File: src/rtl/irqrr_pkg.sv
package irqrr_pkg;

    typedef enum logic [2:0] {
        OP_CLAIM    = 3'd0,
        OP_RELEASE  = 3'd1,
        OP_AFFINITY = 3'd2,
        OP_APIC     = 3'd3,
        OP_MSI      = 3'd4
    } op_t;

    typedef enum logic [2:0] {
        KIND_CLAIMED  = 3'd0,
        KIND_NO_SLOT  = 3'd1,
        KIND_RELEASED = 3'd2,
        KIND_LOCAL    = 3'd3,
        KIND_FORWARD  = 3'd4
    } kind_t;

    typedef enum logic [2:0] {
        ST_IDLE,
        ST_CLAIM,
        ST_REL,
        ST_SCAN,
        ST_DSP
    } st_t;

    localparam logic [1:0] CFG_LOCAL  = 2'd0;
    localparam logic [1:0] CFG_ACTIVE = 2'd1;
    localparam logic [1:0] CFG_BASE   = 2'd2;

    localparam int QDEPTH = 2;

    typedef struct packed {
        op_t         op;
        logic        irq_ok;
        logic [6:0]  irq;
        logic [15:0] mask;
        logic [63:0] pend;
        logic [3:0]  self_cpu;
    } cmd_t;

    typedef struct packed {
        kind_t      kind;
        logic [4:0] slot;
        logic [5:0] source;
        logic [6:0] irq;
        logic [3:0] cpu;
        logic       last;
    } res_t;

endpackage

File: src/rtl/irqrr_ram.sv
module irqrr_ram #(
    parameter int WIDTH = 8,
    parameter int DEPTH = 64
) (
    input  logic                                   clk,
    input  logic                                   we,
    input  logic [(DEPTH > 1 ? $clog2(DEPTH) : 1)-1:0] waddr,
    input  logic [WIDTH-1:0]                       wdata,
    input  logic                                   re,
    input  logic [(DEPTH > 1 ? $clog2(DEPTH) : 1)-1:0] raddr,
    output logic [WIDTH-1:0]                       rdata
);
    logic [WIDTH-1:0] mem [DEPTH];

    always_ff @(posedge clk)
    begin
        if (we)
        begin
            mem[waddr] <= wdata;
        end
        if (re)
        begin
            rdata <= mem[raddr];
        end
    end

endmodule

File: src/rtl/irqrr_front.sv
module irqrr_front #(
    parameter int NUM_IRQS    = 128,
    parameter int NUM_SOURCES = 64
) (
    input  logic               clk,
    input  logic               rst_n,
    input  logic               push,
    output logic               full,
    input  logic [2:0]         command,
    input  logic [6:0]         irq_number,
    input  logic [15:0]        cpu_mask,
    input  logic [63:0]        pending,
    input  logic [3:0]         self_cpu,
    output logic               q_valid,
    input  logic               q_ready,
    output irqrr_pkg::cmd_t    q_cmd
);
    import irqrr_pkg::*;

    localparam logic [63:0] SRC_MASK =
        (NUM_SOURCES >= 64) ? 64'hFFFF_FFFF_FFFF_FFFF : ((64'd1 << NUM_SOURCES) - 64'd1);

    cmd_t       entry_reg [QDEPTH];
    logic       wr_ptr_reg, wr_ptr_next;
    logic       rd_ptr_reg, rd_ptr_next;
    logic [1:0] count_reg, count_next;
    cmd_t       cls;
    logic       keep;
    logic       do_push, do_pop;

    // Classify the beat: unused codes, empty dispatches and out-of-range
    // affinity writes produce nothing and are dropped here.
    always_comb
    begin
        cls.op       = op_t'(command);
        cls.irq_ok   = (32'(irq_number) < NUM_IRQS);
        cls.irq      = irq_number;
        cls.mask     = cpu_mask;
        cls.pend     = pending & SRC_MASK;
        cls.self_cpu = self_cpu;
        unique case (command)
            OP_CLAIM, OP_RELEASE: keep = 1'b1;
            OP_AFFINITY:          keep = cls.irq_ok;
            OP_APIC, OP_MSI:      keep = (cls.pend != 64'd0);
            default:              keep = 1'b0;
        endcase
    end

    assign full    = (count_reg == 2'(QDEPTH));
    assign q_valid = (count_reg != 2'd0);
    assign q_cmd   = entry_reg[rd_ptr_reg];
    assign do_push = push && !full && keep;
    assign do_pop  = q_valid && q_ready;

    always_comb
    begin
        wr_ptr_next = do_push ? ~wr_ptr_reg : wr_ptr_reg;
        rd_ptr_next = do_pop ? ~rd_ptr_reg : rd_ptr_reg;
        count_next  = count_reg + 2'(do_push) - 2'(do_pop);
    end

    always_ff @(posedge clk or negedge rst_n)
    begin
        if (!rst_n)
        begin
            wr_ptr_reg <= 1'b0;
            rd_ptr_reg <= 1'b0;
            count_reg  <= 2'd0;
        end
        else
        begin
            wr_ptr_reg <= wr_ptr_next;
            rd_ptr_reg <= rd_ptr_next;
            count_reg  <= count_next;
        end
    end

    always_ff @(posedge clk)
    begin
        if (do_push)
        begin
            entry_reg[wr_ptr_reg] <= cls;
        end
    end

endmodule

File: src/rtl/irqrr_back.sv
module irqrr_back #(
    parameter int NUM_CPUS    = 16,
    parameter int NUM_SLOTS   = 26,
    parameter int NUM_IRQS    = 128,
    parameter int NUM_SOURCES = 64
) (
    input  logic               clk,
    input  logic               rst_n,
    input  logic               q_valid,
    output logic               q_ready,
    input  irqrr_pkg::cmd_t    q_cmd,
    input  logic               cfg_valid,
    input  logic [1:0]         cfg_index,
    input  logic [63:0]        cfg_data,
    input  logic               pop,
    output logic               empty,
    output irqrr_pkg::res_t    res
);
    import irqrr_pkg::*;

    localparam int IRQ_AW   = $clog2(NUM_IRQS);
    localparam int SRC_AW   = (NUM_SOURCES > 1) ? $clog2(NUM_SOURCES) : 1;
    localparam int RR_AW    = SRC_AW + 1;
    localparam int RR_DEPTH = 2 ** RR_AW;
    localparam logic [15:0] CPU_LIM =
        (NUM_CPUS >= 16) ? 16'hFFFF : 16'((32'd1 << NUM_CPUS) - 32'd1);

    st_t                  state_reg, state_next;
    cmd_t                 cmd_reg, cmd_next;
    logic [5:0]           src_reg, src_next;
    logic [63:0]          pend_reg, pend_next;
    logic [NUM_SLOTS-1:0] busy_reg, busy_next;
    logic [NUM_IRQS-1:0]  map_valid_reg, map_valid_next;
    logic [NUM_IRQS-1:0]  aff_valid_reg, aff_valid_next;
    logic [RR_DEPTH-1:0]  rr_valid_reg, rr_valid_next;
    logic [63:0]          local_reg;
    logic [15:0]          active_reg;
    logic [6:0]           base_reg;
    logic                 out_valid_reg, out_valid_next;
    res_t                 out_reg, out_next;

    logic              map_we, map_re;
    logic [IRQ_AW-1:0] map_waddr, map_raddr;
    logic [4:0]        map_wdata, map_rdata;
    logic              aff_we, aff_re;
    logic [IRQ_AW-1:0] aff_waddr;
    logic [15:0]       aff_rdata;
    logic              rr_we, rr_re;
    logic [RR_AW-1:0]  rr_addr;
    logic [3:0]        rr_rdata;

    logic              out_free, load;
    logic              msi, in_tab, has_slot, force_local, found;
    logic [7:0]        idx_wide;
    logic [IRQ_AW-1:0] irq_addr, cmd_addr;
    logic [4:0]        claim_pos;
    logic [15:0]       aff, avail, hi;
    logic [3:0]        tgt;
    res_t              res_v;

    function automatic logic [3:0] lowest(input logic [15:0] v);
        logic [3:0] p;
        p = 4'd0;
        for (int c = 15; c >= 0; c--)
        begin
            if (v[c])
            begin
                p = 4'(c);
            end
        end
        return p;
    endfunction

    irqrr_ram #(.WIDTH(5), .DEPTH(NUM_IRQS)) u_map_ram (
        .clk(clk), .we(map_we), .waddr(map_waddr), .wdata(map_wdata),
        .re(map_re), .raddr(map_raddr), .rdata(map_rdata)
    );

    irqrr_ram #(.WIDTH(16), .DEPTH(NUM_IRQS)) u_aff_ram (
        .clk(clk), .we(aff_we), .waddr(aff_waddr), .wdata(q_cmd.mask),
        .re(aff_re), .raddr(irq_addr), .rdata(aff_rdata)
    );

    irqrr_ram #(.WIDTH(4), .DEPTH(RR_DEPTH)) u_rr_ram (
        .clk(clk), .we(rr_we), .waddr(rr_addr), .wdata(tgt),
        .re(rr_re), .raddr(rr_addr), .rdata(rr_rdata)
    );

    assign empty    = !out_valid_reg;
    assign res      = out_reg;
    assign q_ready  = (state_reg == ST_IDLE);
    assign out_free = !out_valid_reg || pop;

    // Address and per-source decision for the source at the scan position.
    always_comb
    begin
        msi       = (cmd_reg.op == OP_MSI);
        idx_wide  = msi ? {2'b00, src_reg} : ({1'b0, base_reg} + {2'b00, src_reg});
        in_tab    = (32'(idx_wide) < NUM_IRQS);
        irq_addr  = IRQ_AW'(idx_wide);
        cmd_addr  = IRQ_AW'(cmd_reg.irq);
        rr_addr   = {msi, SRC_AW'(src_reg)};
        has_slot  = in_tab && map_valid_reg[irq_addr];
        aff       = aff_valid_reg[irq_addr] ? aff_rdata : 16'hFFFF;
        avail     = in_tab ? (aff & active_reg & CPU_LIM) : 16'd0;
        force_local = (!msi && (local_reg[src_reg] || !has_slot)) || (avail == 16'd0);
        hi        = rr_valid_reg[rr_addr] ? (avail & ~((16'd2 << rr_rdata) - 16'd1)) : avail;
        tgt       = lowest((hi != 16'd0) ? hi : avail);
        found     = 1'b0;
        claim_pos = 5'd0;
        for (int i = NUM_SLOTS - 1; i >= 0; i--)
        begin
            if (!busy_reg[i])
            begin
                found     = 1'b1;
                claim_pos = 5'(i);
            end
        end
    end

    always_comb
    begin
        state_next = state_reg;
        unique case (state_reg)
            ST_IDLE:
            begin
                if (q_valid)
                begin
                    unique case (q_cmd.op)
                        OP_CLAIM:        state_next = ST_CLAIM;
                        OP_RELEASE:      state_next = ST_REL;
                        OP_APIC, OP_MSI: state_next = ST_SCAN;
                        default:         state_next = ST_IDLE;
                    endcase
                end
            end
            ST_CLAIM, ST_REL:
            begin
                if (out_free)
                begin
                    state_next = ST_IDLE;
                end
            end
            ST_SCAN:
            begin
                if (pend_reg[0])
                begin
                    state_next = ST_DSP;
                end
            end
            ST_DSP:
            begin
                if (out_free)
                begin
                    state_next = (pend_reg[63:1] == 63'd0) ? ST_IDLE : ST_SCAN;
                end
            end
            default: state_next = ST_IDLE;
        endcase
    end

    always_comb
    begin
        cmd_next       = cmd_reg;
        src_next       = src_reg;
        pend_next      = pend_reg;
        busy_next      = busy_reg;
        map_valid_next = map_valid_reg;
        aff_valid_next = aff_valid_reg;
        rr_valid_next  = rr_valid_reg;
        map_we         = 1'b0;
        map_waddr      = cmd_addr;
        map_wdata      = claim_pos;
        map_re         = 1'b0;
        map_raddr      = irq_addr;
        aff_we         = 1'b0;
        aff_waddr      = IRQ_AW'(q_cmd.irq);
        aff_re         = 1'b0;
        rr_we          = 1'b0;
        rr_re          = 1'b0;
        load           = 1'b0;
        res_v          = '{kind: KIND_LOCAL, slot: 5'd0, source: src_reg,
                           irq: idx_wide[6:0], cpu: cmd_reg.self_cpu,
                           last: (pend_reg[63:1] == 63'd0)};
        unique case (state_reg)
            ST_IDLE:
            begin
                if (q_valid)
                begin
                    cmd_next  = q_cmd;
                    src_next  = 6'd0;
                    pend_next = q_cmd.pend;
                    map_re    = 1'b1;
                    map_raddr = IRQ_AW'(q_cmd.irq);
                    if (q_cmd.op == OP_AFFINITY)
                    begin
                        aff_we = 1'b1;
                        aff_valid_next[IRQ_AW'(q_cmd.irq)] = 1'b1;
                    end
                end
            end
            ST_CLAIM:
            begin
                if (out_free)
                begin
                    load = 1'b1;
                    res_v = '{kind: KIND_NO_SLOT, slot: 5'd0, source: 6'd0,
                              irq: cmd_reg.irq, cpu: 4'd0, last: 1'b1};
                    if (found && cmd_reg.irq_ok)
                    begin
                        res_v.kind = KIND_CLAIMED;
                        res_v.slot = claim_pos;
                        busy_next  = busy_reg | (NUM_SLOTS'(1) << claim_pos);
                        map_we     = 1'b1;
                        map_valid_next[cmd_addr] = 1'b1;
                    end
                end
            end
            ST_REL:
            begin
                if (out_free)
                begin
                    load = 1'b1;
                    res_v = '{kind: KIND_RELEASED, slot: 5'd0, source: 6'd0,
                              irq: cmd_reg.irq, cpu: 4'd0, last: 1'b1};
                    if (cmd_reg.irq_ok && map_valid_reg[cmd_addr])
                    begin
                        res_v.slot = map_rdata;
                        busy_next  = busy_reg & ~(NUM_SLOTS'(1) << map_rdata);
                        map_valid_next[cmd_addr] = 1'b0;
                    end
                end
            end
            ST_SCAN:
            begin
                if (pend_reg[0])
                begin
                    map_re = 1'b1;
                    aff_re = 1'b1;
                    rr_re  = 1'b1;
                end
                else
                begin
                    pend_next = pend_reg >> 1;
                    src_next  = src_reg + 6'd1;
                end
            end
            ST_DSP:
            begin
                if (out_free)
                begin
                    load      = 1'b1;
                    pend_next = pend_reg >> 1;
                    src_next  = src_reg + 6'd1;
                    if (!force_local)
                    begin
                        // The pointer moves even when the receiver itself is chosen.
                        rr_we = 1'b1;
                        rr_valid_next[rr_addr] = 1'b1;
                        if (tgt != cmd_reg.self_cpu && has_slot)
                        begin
                            res_v.kind = KIND_FORWARD;
                            res_v.slot = map_rdata;
                            res_v.cpu  = tgt;
                        end
                    end
                end
            end
            default: ;
        endcase
        out_next       = load ? res_v : out_reg;
        out_valid_next = load || (out_valid_reg && !pop);
    end

    always_ff @(posedge clk or negedge rst_n)
    begin
        if (!rst_n)
        begin
            state_reg     <= ST_IDLE;
            busy_reg      <= '0;
            map_valid_reg <= '0;
            aff_valid_reg <= '0;
            rr_valid_reg  <= '0;
            out_valid_reg <= 1'b0;
            local_reg     <= 64'd0;
            active_reg    <= 16'd1;
            base_reg      <= 7'd0;
        end
        else
        begin
            state_reg     <= state_next;
            busy_reg      <= busy_next;
            map_valid_reg <= map_valid_next;
            aff_valid_reg <= aff_valid_next;
            rr_valid_reg  <= rr_valid_next;
            out_valid_reg <= out_valid_next;
            if (cfg_valid)
            begin
                case (cfg_index)
                    CFG_LOCAL:  local_reg  <= cfg_data;
                    CFG_ACTIVE: active_reg <= cfg_data[15:0];
                    CFG_BASE:   base_reg   <= cfg_data[6:0];
                    default: ;
                endcase
            end
        end
    end

    always_ff @(posedge clk)
    begin
        cmd_reg  <= cmd_next;
        src_reg  <= src_next;
        pend_reg <= pend_next;
        out_reg  <= out_next;
    end

`ifndef NO_ASSERTIONS
    a_busy_only_claim_rel: assert property (@(posedge clk) disable iff (!rst_n)
        (state_reg != ST_CLAIM && state_reg != ST_REL) |=> $stable(busy_reg))
        else $error("slot pool changed outside claim or release");

    a_scan_has_work: assert property (@(posedge clk) disable iff (!rst_n)
        (state_reg == ST_SCAN) |-> (pend_reg != 64'd0))
        else $error("scan running with no pending source left");

    a_no_overwrite: assert property (@(posedge clk) disable iff (!rst_n)
        (out_valid_reg && !pop) |=> (out_valid_reg && $stable(out_reg)))
        else $error("waiting result overwritten");
`endif

endmodule

File: src/rtl/interrupt_round_robin_distributor.sv
// Claim and release: when the back end is idle, a taken beat passes from the command queue
// into the back end's command register and then into the result register on the ports.
// Dispatch: the back end takes the command, steps through each bit position up to the highest
// pending source, and for each set source adds a dispatch step that waits for the output.
// A two-entry command queue lets new beats in while the back end works.
// Reset is asynchronous and takes effect at once: the tables read as their reset
// values through valid bits, so no clearing pass is needed.
module interrupt_round_robin_distributor #(
    parameter int NUM_CPUS    = 16,
    parameter int NUM_SLOTS   = 26,
    parameter int NUM_IRQS    = 128,
    parameter int NUM_SOURCES = 64
) (
    input  logic        clk,
    input  logic        rst_n,
    input  logic        push,
    output logic        full,
    input  logic [2:0]  command,
    input  logic [6:0]  irq_number,
    input  logic [15:0] cpu_mask,
    input  logic [63:0] pending,
    input  logic [3:0]  self_cpu,
    output logic        empty,
    input  logic        pop,
    output logic [2:0]  kind,
    output logic [4:0]  slot,
    output logic [5:0]  source,
    output logic [6:0]  handled_irq,
    output logic [3:0]  target_cpu,
    output logic        last,
    input  logic        cfg_valid,
    output logic        cfg_ready,
    input  logic [1:0]  cfg_index,
    input  logic [63:0] cfg_data
);
    import irqrr_pkg::*;

    logic q_valid, q_ready;
    cmd_t q_cmd;
    res_t res;

    assign cfg_ready = 1'b1;

    irqrr_front #(.NUM_IRQS(NUM_IRQS), .NUM_SOURCES(NUM_SOURCES)) u_front (
        .clk(clk), .rst_n(rst_n), .push(push), .full(full),
        .command(command), .irq_number(irq_number), .cpu_mask(cpu_mask),
        .pending(pending), .self_cpu(self_cpu),
        .q_valid(q_valid), .q_ready(q_ready), .q_cmd(q_cmd)
    );

    irqrr_back #(
        .NUM_CPUS(NUM_CPUS), .NUM_SLOTS(NUM_SLOTS),
        .NUM_IRQS(NUM_IRQS), .NUM_SOURCES(NUM_SOURCES)
    ) u_back (
        .clk(clk), .rst_n(rst_n),
        .q_valid(q_valid), .q_ready(q_ready), .q_cmd(q_cmd),
        .cfg_valid(cfg_valid), .cfg_index(cfg_index), .cfg_data(cfg_data),
        .pop(pop), .empty(empty), .res(res)
    );

    assign kind        = res.kind;
    assign slot        = res.slot;
    assign source      = res.source;
    assign handled_irq = res.irq;
    assign target_cpu  = res.cpu;
    assign last        = res.last;

endmodule

File: config.mk
export PLATFORM = sky130hd
export DESIGN_NAME = interrupt_round_robin_distributor
export DESIGN_NICKNAME = d
export VERILOG_FILES = /design/src/rtl/irqrr_pkg.sv /design/src/rtl/irqrr_ram.sv /design/src/rtl/irqrr_front.sv /design/src/rtl/irqrr_back.sv /design/src/rtl/interrupt_round_robin_distributor.sv
export SDC_FILE = /design/constraint.sdc
export NUM_CORES = 2
export LEC_CHECK = 0
export BUFFER_PORTS_ARGS = -buffer_cell sky130_fd_sc_hd__buf_4
export CORE_MARGIN = 5
export CORE_UTILIZATION = 40
export CTS_CLUSTER_DIAMETER = 120
export DETAILED_ROUTE_END_ITERATION = 12
export PLACE_DENSITY = 0.67
export SETUP_SLACK_MARGIN = 0.2
export SYNTH_ARGS = -nofsm -noshare
export SYNTH_HDL_FRONTEND = slang
export SYNTH_SLANG_ARGS = --single-unit
File: constraint.sdc
create_clock -name clk -period 9.9 [get_ports clk]
set_input_delay 0.99 -clock clk [delete_from_list [all_inputs] [get_ports clk]]
set_output_delay 0.99 -clock clk [all_outputs]
set_load 0.01 [all_outputs]
==> metrics.md <==
| Metric | Value |
|---|---|
| Run status | complete, but fails checks |
| Failing checks | max-capacitance violations, max-slew violations |
| Syn Nets | 12800 |
| CP cell instances | ha_4 > fa_2 > a21o_4 > buf_4 > mux4_2 > a221oi_1 > o211ai_2 > nand3_1 > and2_1 > a21oi_1 > o21ai_0 > nor2_1 > and3_1 > a211oi_1 > nand3_1 > nor2_1 > nand2_1 > nor2_1 |
| # fillers | 35900 |
| Sink Count | slightly above 4000 |
| CTS root buf | clkbuf_16 |
| Worst hold path type | in -> reg |
| Avg Cell Area, Syn | 13.0 sq um |
| WP buf/inv | 1 |
| CTS H-tree lvls | 5 |
| Unique masters post-synth | 106 |
| DRC violations left | 0 |
| Post-CTS Resized | 0 |
| Number of synthesized register bits | 4028 |
| Gpl congestion | roughly 0.95 |
| I/O Pins | 194 |
| Via density | slightly below 6 |
| Setup TNS | 0 ns |
| Synth-to-Final Area Change | 12.7% |
| Seq/Total Area, Yosys | 0.718 |
| Iteration-0 DRC Markers | 13900 |
| Cells after Synth | 12700 |
| Tmin final | 8.39 ns |
| Dominant cell type by area after synthesis | edfxtp_1 |
| Vias in the first global route | a little over 100k |
| Overflow after GRT | 0 |
| Final setup fails | 0 |
| Post-synth EDFFs | ~3500 |
| CTS buffer count | about 400 |
| WP data required | 10.54 ns |
| Rows | 235 |
| Antenna-violating nets left | 0 |
| Unrepaired setup endpoints after global routing | false |
| IO Port Bufs | 192 |
| Worst EP arrival | between 9 and 10 ns |
| Worst Setup Path Type | reg -> reg |
| Dpl ws | 1.70 ns |
| GRT Resource Usage Total | 0.212 |
| Clk_skew | 0.0856 ns |
| Die footprint | 0.425 sq mm |
| Period utilization | 0.848 |
| Final max-slew violation count | 2 |
| Max FO, Critical Path | 43 |
| First-pass GRT wire length | approximately 700 mm |
| Crit path max-delay family | simple AND/OR/NAND/NOR gates |
| Nets | 12800 |
| Detail Placement HPWL | 277 mm |
| Synthesized area | 0.165 sq mm |
| Largest net degree at the start of global routing | 213 |
| Max-Cap Viols | 1 |
| Core area | 0.410 sq mm |
| Final WL | 471 mm |
| Max reg flops | approximately 2000 |
| Clock slew seen by the registers of the worst setup and hold paths | 0.06 ns |
| CTS tree | built |
| Initial Util | 0.402 |
| Crit path top cell by count | nor2_1 |
| Fraction of layout cells with a size suffix above 1 | 0.124 |
| TritonRoute pass-1 iters | 6 |
| Asr flop ratio synth | 0.125 |
| Most flop-heavy register | u_back.u_aff_ram.mem |
| Pwr dens | between 300 and 400 mW/mm^2 |
| Average wire per cell in the routed design | 25.5 um |
| Die X | 652 um |
| Clk Latency, worst-skew pair | 1.00 ns |
| Chip height | 652 um |
| Worst-Margin Slew | 1.75 ns |
| Fin worst setup slack | 1.51 ns |
| Ys flop type | edfxtp_1 |
| Via count of the routed design | 109000 |
| Syn. warnings | 0 |
| Worst ir drop on vdd | 606 uV |
| CP max stage cell | fa_2 |
| Hold Worst Slack | between 0.15 and 0.2 ns |
| Initial antenna violation count | 13 |
| Biggest regs | u_back.u_aff_ram.mem (2048), u_back.u_map_ram.mem (640), u_back.u_rr_ram.mem (512) |
| Most common library cells after synthesis | edfxtp_1 (3523), nand2_1 (2751), clkbuf_1 (737) |
| Most common cell in the netlist | edfxtp_1 |
| Synth top area cells | edfxtp_1 (64%), dfrtp_1 (7.6%), nand2_1 (6.3%), a311oi_1 (2.5%), nand3_1 (2.2%) |
| Hold Vio Cnt, Final | 0 |
| Synth top area share | 0.642 |
| Max incr delay on CP | 1.00 ns |
| F_max | 0.119 GHz |
| Worst-case clock buffer depth | 4 |
| Worst Setup End Kind | flop |
| Worst setup SP type | flop |
| Relative slew slack | -0.174 |
| Leakage | 63.5 nW |
| Fin util | 0.453 |
==> area by class of cell <==
| cell class | count | area (sq um) | area share |
|---|---|---|---|
| Sequential cell | 4028 | 118000 | 0.637 |
| Multi-Input combinational cell | 7691 | 43500 | 0.234 |
| Inverter | 50 | 190 | 0.00102 |
| Antenna cell | 5 | 12.5 | 0.0000673 |
| Clock inverter | 222 | 2110 | 0.0113 |
| Timing Repair Buffer | 495 | 4040 | 0.0217 |
| Tap cell | 5451 | 6820 | 0.0367 |
| Clock buffer | 508 | 10800 | 0.0581 |
==> report_power, final <==
group	internal [mW]	switching (mW)	leakage, nW	total, mW
Combinational	8.40	23.6	19.1	32.0
Clock	8.48	6.52	6.32	15.0
Sequential	22.5	0.722	38.1	23.2
==> worst paths after layout <==
check | from | endpoint | slack (ns) | cells after the start
setup / recovery | u_back.src_reg[0]$_SDFFCE_PP0P_ | u_back.u_rr_ram.mem[47][2]$_DFFE_PP_ | 1.51 | 18
hold / removal | pending[46] | u_front.entry_reg[0][50]$_DFFE_PP_ | 0.18 | 1
setup reg to reg | u_back.src_reg[0]$_SDFFCE_PP0P_ | u_back.u_rr_ram.mem[47][2]$_DFFE_PP_ | 1.51 | 18
hold reg to reg | u_back.rr_valid_reg[53]$_DFFE_PN0P_ | u_back.rr_valid_reg[53]$_DFFE_PN0P_ | 0.47 | 1
max in group asynchronous | rst_n | u_back.aff_valid_reg[83]$_DFFE_PN0P_ | 7.02 | 4
min in group asynchronous | rst_n | u_front.wr_ptr_reg$_DFFE_PN0P_ | 0.57 | 2
==> cells in the final DEF, fill, tap and decap left out, types with 52 or more instances in the layout <==
cell / Yosys / layout
nand3_1: 732 / 731
nand4_1: 79 / 79
a21oi_1: 313 / 308
nor2_2: 2 / 60
a22oi_1: 274 / 274
dfrtp_1: 504 / 503
a31oi_1: 238 / 238
or2_2: 201 / 201
edfxtp_1: 3523 / 3523
clkinv_1: 0 / 83
buf_4: 9 / 468
clkbuf_1: 737 / 78
clkbuf_16: 0 / 409
mux4_2: 52 / 52
mux2_2: 121 / 105
nand2_1: 2751 / 2738
clkinv_2: 0 / 67
a211oi_1: 361 / 360
and2_1: 180 / 175
o21ai_0: 237 / 235
nor2_1: 703 / 627
and3_1: 258 / 258
a311oi_1: 468 / 468
o21bai_1: 78 / 78
mux2i_1: 139 / 136
==> worst register-to-register path: cells and delay by family (launching register included) <==
kind | cells | cell delay [ns]
buffers and inverters | 1 | 0.56
AOI/OAI and AO/OA | 6 | 2.14
DFF | 1 | 0.43
adders and majority gates | 2 | 1.20
muxes | 1 | 0.40
and+or+nand+nor | 8 | 3.35
==> logic make-up after synthesis <==
kind of cell,after synthesis,share of synthesized area
simple gates,5072,0.135
flops,4028,0.718
compound gates,2281,0.0991
buf+inv,944,0.0222
mux,313,0.0239
xor+xnor,13,0.000691
fa+ha+maj,11,0.000880
other cells,1,0.0000227
==> routing by layer <==
layer / routed length [um] / vias up / track usage
met5: 92 / - / 0.00147
met4: 19600 / 8 / 0.0818
met3: 45400 / 965 / 0.0392
met2: 217000 / 5775 / 0.333
met1: 188000 / 54200 / 0.295
li1: - / 47600 / -
==> repair_timing <==
item,in CTS,in global routing
setup buffers,0,0
hold buffers,1,0
endpoints found under the hold margin,1,0
setup endpoints to repair,0,0
==> stage by stage <==
stage               instances  total power [mW]  area, sq um
finish                  18500              70.3       186000
global route            18400              73.4       186000
CTS                     18400              70.1       186000
detailed placement      17700              55.2       173000
global placement        17700              54.9       173000
floorplan               12700              42.9       165000
(Power assumes the default switching activity.)
